**src/rtl/smat_pkg.sv**
```systemverilog
// Shared types and constants for the stereo mix accumulate engine.
`timescale 1ns / 1ps

package smat_pkg;

	// item kinds
	typedef enum logic [1:0] {
		KIND_LOAD  = 2'd0,
		KIND_MIX16 = 2'd1,
		KIND_MIX8  = 2'd2,
		KIND_DRAIN = 2'd3
	} kind_t;

	// register word indexes on the config port
	localparam logic [1:0] REG_MASTER = 2'd0;
	localparam logic [1:0] REG_OUT8   = 2'd1;
	localparam logic [1:0] REG_STEREO = 2'd2;

	// shared multiplier operand and product widths
	localparam int MUL_A_W = 19;
	localparam int MUL_B_W = 17;
	localparam int MUL_P_W = MUL_A_W + MUL_B_W;

	// accumulator and sample widths
	localparam int ACC_W = 32;
	localparam int SMP_W = 16;

	// operand pair handed to the shared multiplier
	typedef struct packed {
		logic signed [MUL_A_W-1:0] a;
		logic signed [MUL_B_W-1:0] b;
	} mul_req_t;

endpackage

```
**src/rtl/smat_mul.sv**
```systemverilog
// Shared signed multiplier with registered product.
`timescale 1ns / 1ps

module smat_mul (
	input  logic                                clk,
	input  smat_pkg::mul_req_t                  req,
	output logic signed [smat_pkg::MUL_P_W-1:0] prod
);
	import smat_pkg::*;

	logic signed [MUL_P_W-1:0] prod_q;

	// one product per cycle, held in a register
	always_ff @(posedge clk) begin
		prod_q <= MUL_P_W'(req.a * req.b);
	end

	assign prod = prod_q;

endmodule

```
**config.mk**
```make
export PLATFORM = sky130hd
export DESIGN_NAME = smat_mul
export DESIGN_NICKNAME = d
export VERILOG_FILES = /design/src/rtl/smat_pkg.sv /design/src/rtl/smat_mul.sv
export SDC_FILE = /design/constraint.sdc
export NUM_CORES = 1
export LEC_CHECK = 0
export BUFFER_PORTS_ARGS = -buffer_cell sky130_fd_sc_hd__buf_2
export CORE_MARGIN = 1
export CORE_UTILIZATION = 40
export CTS_CLUSTER_SIZE = 10
export DETAILED_ROUTE_END_ITERATION = 16
export PLACE_DENSITY_LB_ADDON = 0.3
export SYNTH_ARGS = -nofsm -noshare
export SYNTH_HDL_FRONTEND = slang
export SYNTH_SLANG_ARGS = --single-unit
```
**constraint.sdc**
```tcl
create_clock -name clk -period 7.6 [get_ports clk]
set_input_delay 0.76 -clock clk [delete_from_list [all_inputs] [get_ports clk]]
set_output_delay 0.76 -clock clk [all_outputs]
set_load 0.005 [all_outputs]
```
==> Flow_metrics.wiki <==
{| class="wikitable"
! Metric !! Value
|-
| Status || completed
|-
| Number of cells on the worst hold path || 2
|-
| Average cell area after synthesis || 9.40 um2
|-
| Total DRC errors in the routed layout || 0
|-
| Share of synthesized flip-flops with an asynchronous set or reset || 0
|-
| RSZ-0062 raised after global routing || no
|-
| Proportion of layout cells with a drive suffix above 1 || 0.0667
|-
| Number of H-tree levels || 2
|-
| Min-Delay Startpoint || req[17]
|-
| Pin slew with the least headroom to its limit || approximately 0.58 ns
|-
| Crit. End Element || flop
|-
| Number of violations reported at the end of detailed-routing iteration 0 || 356
|-
| Detailed-routing iteration count for the pre-antenna-repair pass || 5
|-
| Number of register bits inferred by synthesis || 36
|-
| Max Fanout on Critical Path || 19
|-
| GRT Overall Usage || 0.197
|-
| Synthesized instance count || around 1.4k
|-
| Post-synthesis instance area || roughly 13000 um2
|-
| Signal arrival time at the worst endpoint || around 6.6 ns
|-
| Number of vias in the routed layout || approximately 9k
|-
| Antenna diodes || 0
|-
| Routed WL per cell || 16.2 um
|-
| Total congestion overflow || 0
|-
| Max reg flops || 36
|-
| Setup fix buffers added after clock tree synthesis || 0
|-
| Most common cell after layout, fill and taps aside || sky130_fd_sc_hd__inv_1
|-
| Clock transition at path regs || roughly 0.060 ns
|-
| Most used flip-flop cell after synthesis || sky130_fd_sc_hd__dfxtp_1
|-
| HP Class || input port to flop
|-
| Core region area || about 32000 um2
|-
| Detailed Place HPWL || 24700 um
|-
| First-pass GRT wire length || between 50000 and 60000 um
|-
| Vias in the first global route || just over 10k
|-
| Max frequency || approximately 160 MHz
|-
| Number of antenna violations at the first check in global routing || 0
|-
| Sinks on the clock net || 36
|-
| Largest net degree at the start of global routing || 20
|-
| Unique masters post-synth || 60
|-
| Chip Height || between 150 and 200 um
|-
| Part of the Yosys area used for sequential elements || 0.0562
|-
| Required time at the endpoint of the critical path || 7.77 ns
|-
| Post-layout minimum cycle time || 6.40 ns
|-
| Final net count || 1846
|-
| Hold path endpoint || prod[0]
|-
| Via count normalized by instance count || around 5
|-
| Share of the cycle needed by the critical path after routing || 0.842
|-
| Start-to-end type of the worst setup path || input port to flop
|-
| Clock buffers created by TritonCTS || 5
|-
| I/O pin count || 73
|-
| Final Routed Wirelength || ~29000 um
|-
| Initial Utilization || 0.406
|-
| Normalized max-slew margin || 0.611
|-
| Root buffer cell || sky130_fd_sc_hd__clkbuf_16
|-
| Number of port buffers || around 70
|-
| Gp weighted congestion || 0.858
|-
| Buffer levels on the longest clock path || 2
|-
| Crit path launch type || input port
|-
| Count of antenna-violating nets left after detailed routing || 0
|-
| Final-layout setup total negative slack || 0 ns
|-
| Final-report max-slew violation count || 0
|-
| Commonest cells after routing, fill and taps aside || 342 x sky130_fd_sc_hd__inv_1, 326 x sky130_fd_sc_hd__fa_1, 164 x sky130_fd_sc_hd__and2_1, 156 x sky130_fd_sc_hd__nand2_1, 89 x sky130_fd_sc_hd__ha_1
|-
| DIE AREA || around 33000 um2
|-
| Row cnt || between 60 and 70
|-
| Final hold violation count || 0
|-
| Number of enable flip-flop cells after synthesis || 0
|-
| Hold-fix buffers at CTS || 0
|-
| Number of setup violations in the final report || 0
|-
| Number of maximum-capacitance violations || 0
|-
| TritonCTS clock tree || yes
|-
| Die span in x || 181 um
|-
| Quantity of gates resized following cts || 0
|-
| Growth of design area from synthesis to finish || 6.65%
|-
| Net Count, Synth || between 1.5k and 2k
|-
| Synth warnings || 0
|}
-- cells in the mapped netlist (2+ instances only) --
cell / instances / area, um2
sky130_fd_sc_hd__a21o_1: 7 / 52.6
sky130_fd_sc_hd__nand3_1: 6 / 30.0
sky130_fd_sc_hd__nand2b_1: 7 / 43.8
sky130_fd_sc_hd__o21a_1: 4 / 30.0
sky130_fd_sc_hd__buf_1: 4 / 15.0
sky130_fd_sc_hd__clkbuf_1: 43 / 161
sky130_fd_sc_hd__o21bai_1: 3 / 22.5
sky130_fd_sc_hd__or4_1: 2 / 15.0
sky130_fd_sc_hd__nor3_1: 12 / 60.1
sky130_fd_sc_hd__nand2_1: 156 / 586
sky130_fd_sc_hd__nand3b_1: 3 / 22.5
sky130_fd_sc_hd__nor2b_1: 6 / 37.5
sky130_fd_sc_hd__or2_2: 2 / 12.5
sky130_fd_sc_hd__and2_1: 164 / 1030
sky130_fd_sc_hd__ha_1: 89 / 1110
sky130_fd_sc_hd__a31oi_1: 6 / 37.5
sky130_fd_sc_hd__buf_2: 2 / 10.0
sky130_fd_sc_hd__nor2_1: 33 / 124
sky130_fd_sc_hd__and3_1: 4 / 25.0
sky130_fd_sc_hd__a21oi_1: 20 / 100
sky130_fd_sc_hd__a211o_1: 2 / 17.5
sky130_fd_sc_hd__o21ai_0: 13 / 65.1
sky130_fd_sc_hd__fa_1: 326 / 6530
sky130_fd_sc_hd__a21oi_2: 2 / 17.5
sky130_fd_sc_hd__xnor2_1: 28 / 245
sky130_fd_sc_hd__nand4_1: 2 / 12.5
sky130_fd_sc_hd__o2111ai_1: 2 / 17.5
sky130_fd_sc_hd__inv_1: 342 / 1280
sky130_fd_sc_hd__xor2_1: 7 / 61.3
sky130_fd_sc_hd__dfxtp_1: 36 / 721
-- worst max-delay path by stage --
| stage | startpoint | endpoint | slack (ns) | cells after the start |
|---|---|---|---|---|
| after floorplan | req[8] | prod[32] | 1.24 | 21 |
| after global placement | req[5] | prod[26] | 0.95 | 19 |
| after detailed placement | req[2] | prod[33] | 0.89 | 18 |
| after CTS | req[2] | prod[33] | 1.22 | 18 |
| after global routing | req[6] | prod[26] | 0.97 | 19 |
| final | req[2] | prod[33] | 1.20 | 18 |
-- per-layer routing --
layer	vias up	GRT usage	share of wire	wire, um
met2	180	0.379	0.55	15900
met5	-	0	0	0
met4	0	0.0593	0.032	926
li1	4027	-	-	-
met1	4745	0.230	0.39	11500
met3	45	0.0161	0.027	798
-- cells by family (layout without fill, tap and decap cells) --
kind of cell | after synthesis | count (layout) | synth area share
AOI/OAI and AO/OA | 81 | 81 | 0.0469
xor gates and xnor gates | 35 | 35 | 0.0239
adders and majority gates | 415 | 415 | 0.596
buffers and inverters | 392 | 424 | 0.115
DFF | 36 | 36 | 0.0562
muxes | 1 | 1 | 0.000781
and+or+nand+nor | 403 | 403 | 0.161
-- cell type report --
| type | count | area, um2 |
|---|---|---|
| Multi-Input combinational cell | 935 | 10600 |
| Sequential cell | 36 | 721 |
| Inverter | 343 | 1290 |
| Clock buffer | 5 | 125 |
| Tap cell | 402 | 503 |
| Fill cell | 3185 | 17900 |
| Timing Repair Buffer | 73 | 368 |
| Clock inverter | 3 | 42.5 |
-- metrics by stage --
| step | std cells | hold WS [ns] | utilization | setup slack, ns | area, um2 |
|---|---|---|---|---|---|
| 5_1_grt | 1797 | 0.924 | 0.433 | 0.974 | 13700 |
| 2_1_floorplan | 1363 | 0.887 | - | 1.24 | 12800 |
| 6_report | 1797 | 0.915 | 0.433 | 1.20 | 13700 |
| 3_5_place_dp | 1789 | 1.13 | 0.428 | 0.887 | 13500 |
| 4_1_cts | 1797 | 0.905 | 0.433 | 1.22 | 13700 |
| 3_3_place_gp | 1789 | 1.14 | 0.428 | 0.948 | 13500 |
-- worst max-delay path: stages --
cell,delay (ns)
sky130_fd_sc_hd__buf_2,0.34
sky130_fd_sc_hd__nand2_1,0.17
sky130_fd_sc_hd__inv_1,0.15
sky130_fd_sc_hd__fa_1,0.55
sky130_fd_sc_hd__fa_1,0.89
sky130_fd_sc_hd__fa_1,0.54
sky130_fd_sc_hd__fa_1,0.51
sky130_fd_sc_hd__fa_1,0.49
sky130_fd_sc_hd__inv_1,0.05
sky130_fd_sc_hd__fa_1,0.47
sky130_fd_sc_hd__inv_1,0.04
sky130_fd_sc_hd__ha_1,0.35
sky130_fd_sc_hd__and2_1,0.19
sky130_fd_sc_hd__a32oi_1,0.22
sky130_fd_sc_hd__nor2_1,0.12
sky130_fd_sc_hd__nor4bb_4,0.44
sky130_fd_sc_hd__o311ai_4,0.13
sky130_fd_sc_hd__xor2_1,0.15
Power is left out: the tool's default activity adds up to more than one toggle a clock period on the data nets, which glitch-free logic cannot reach.
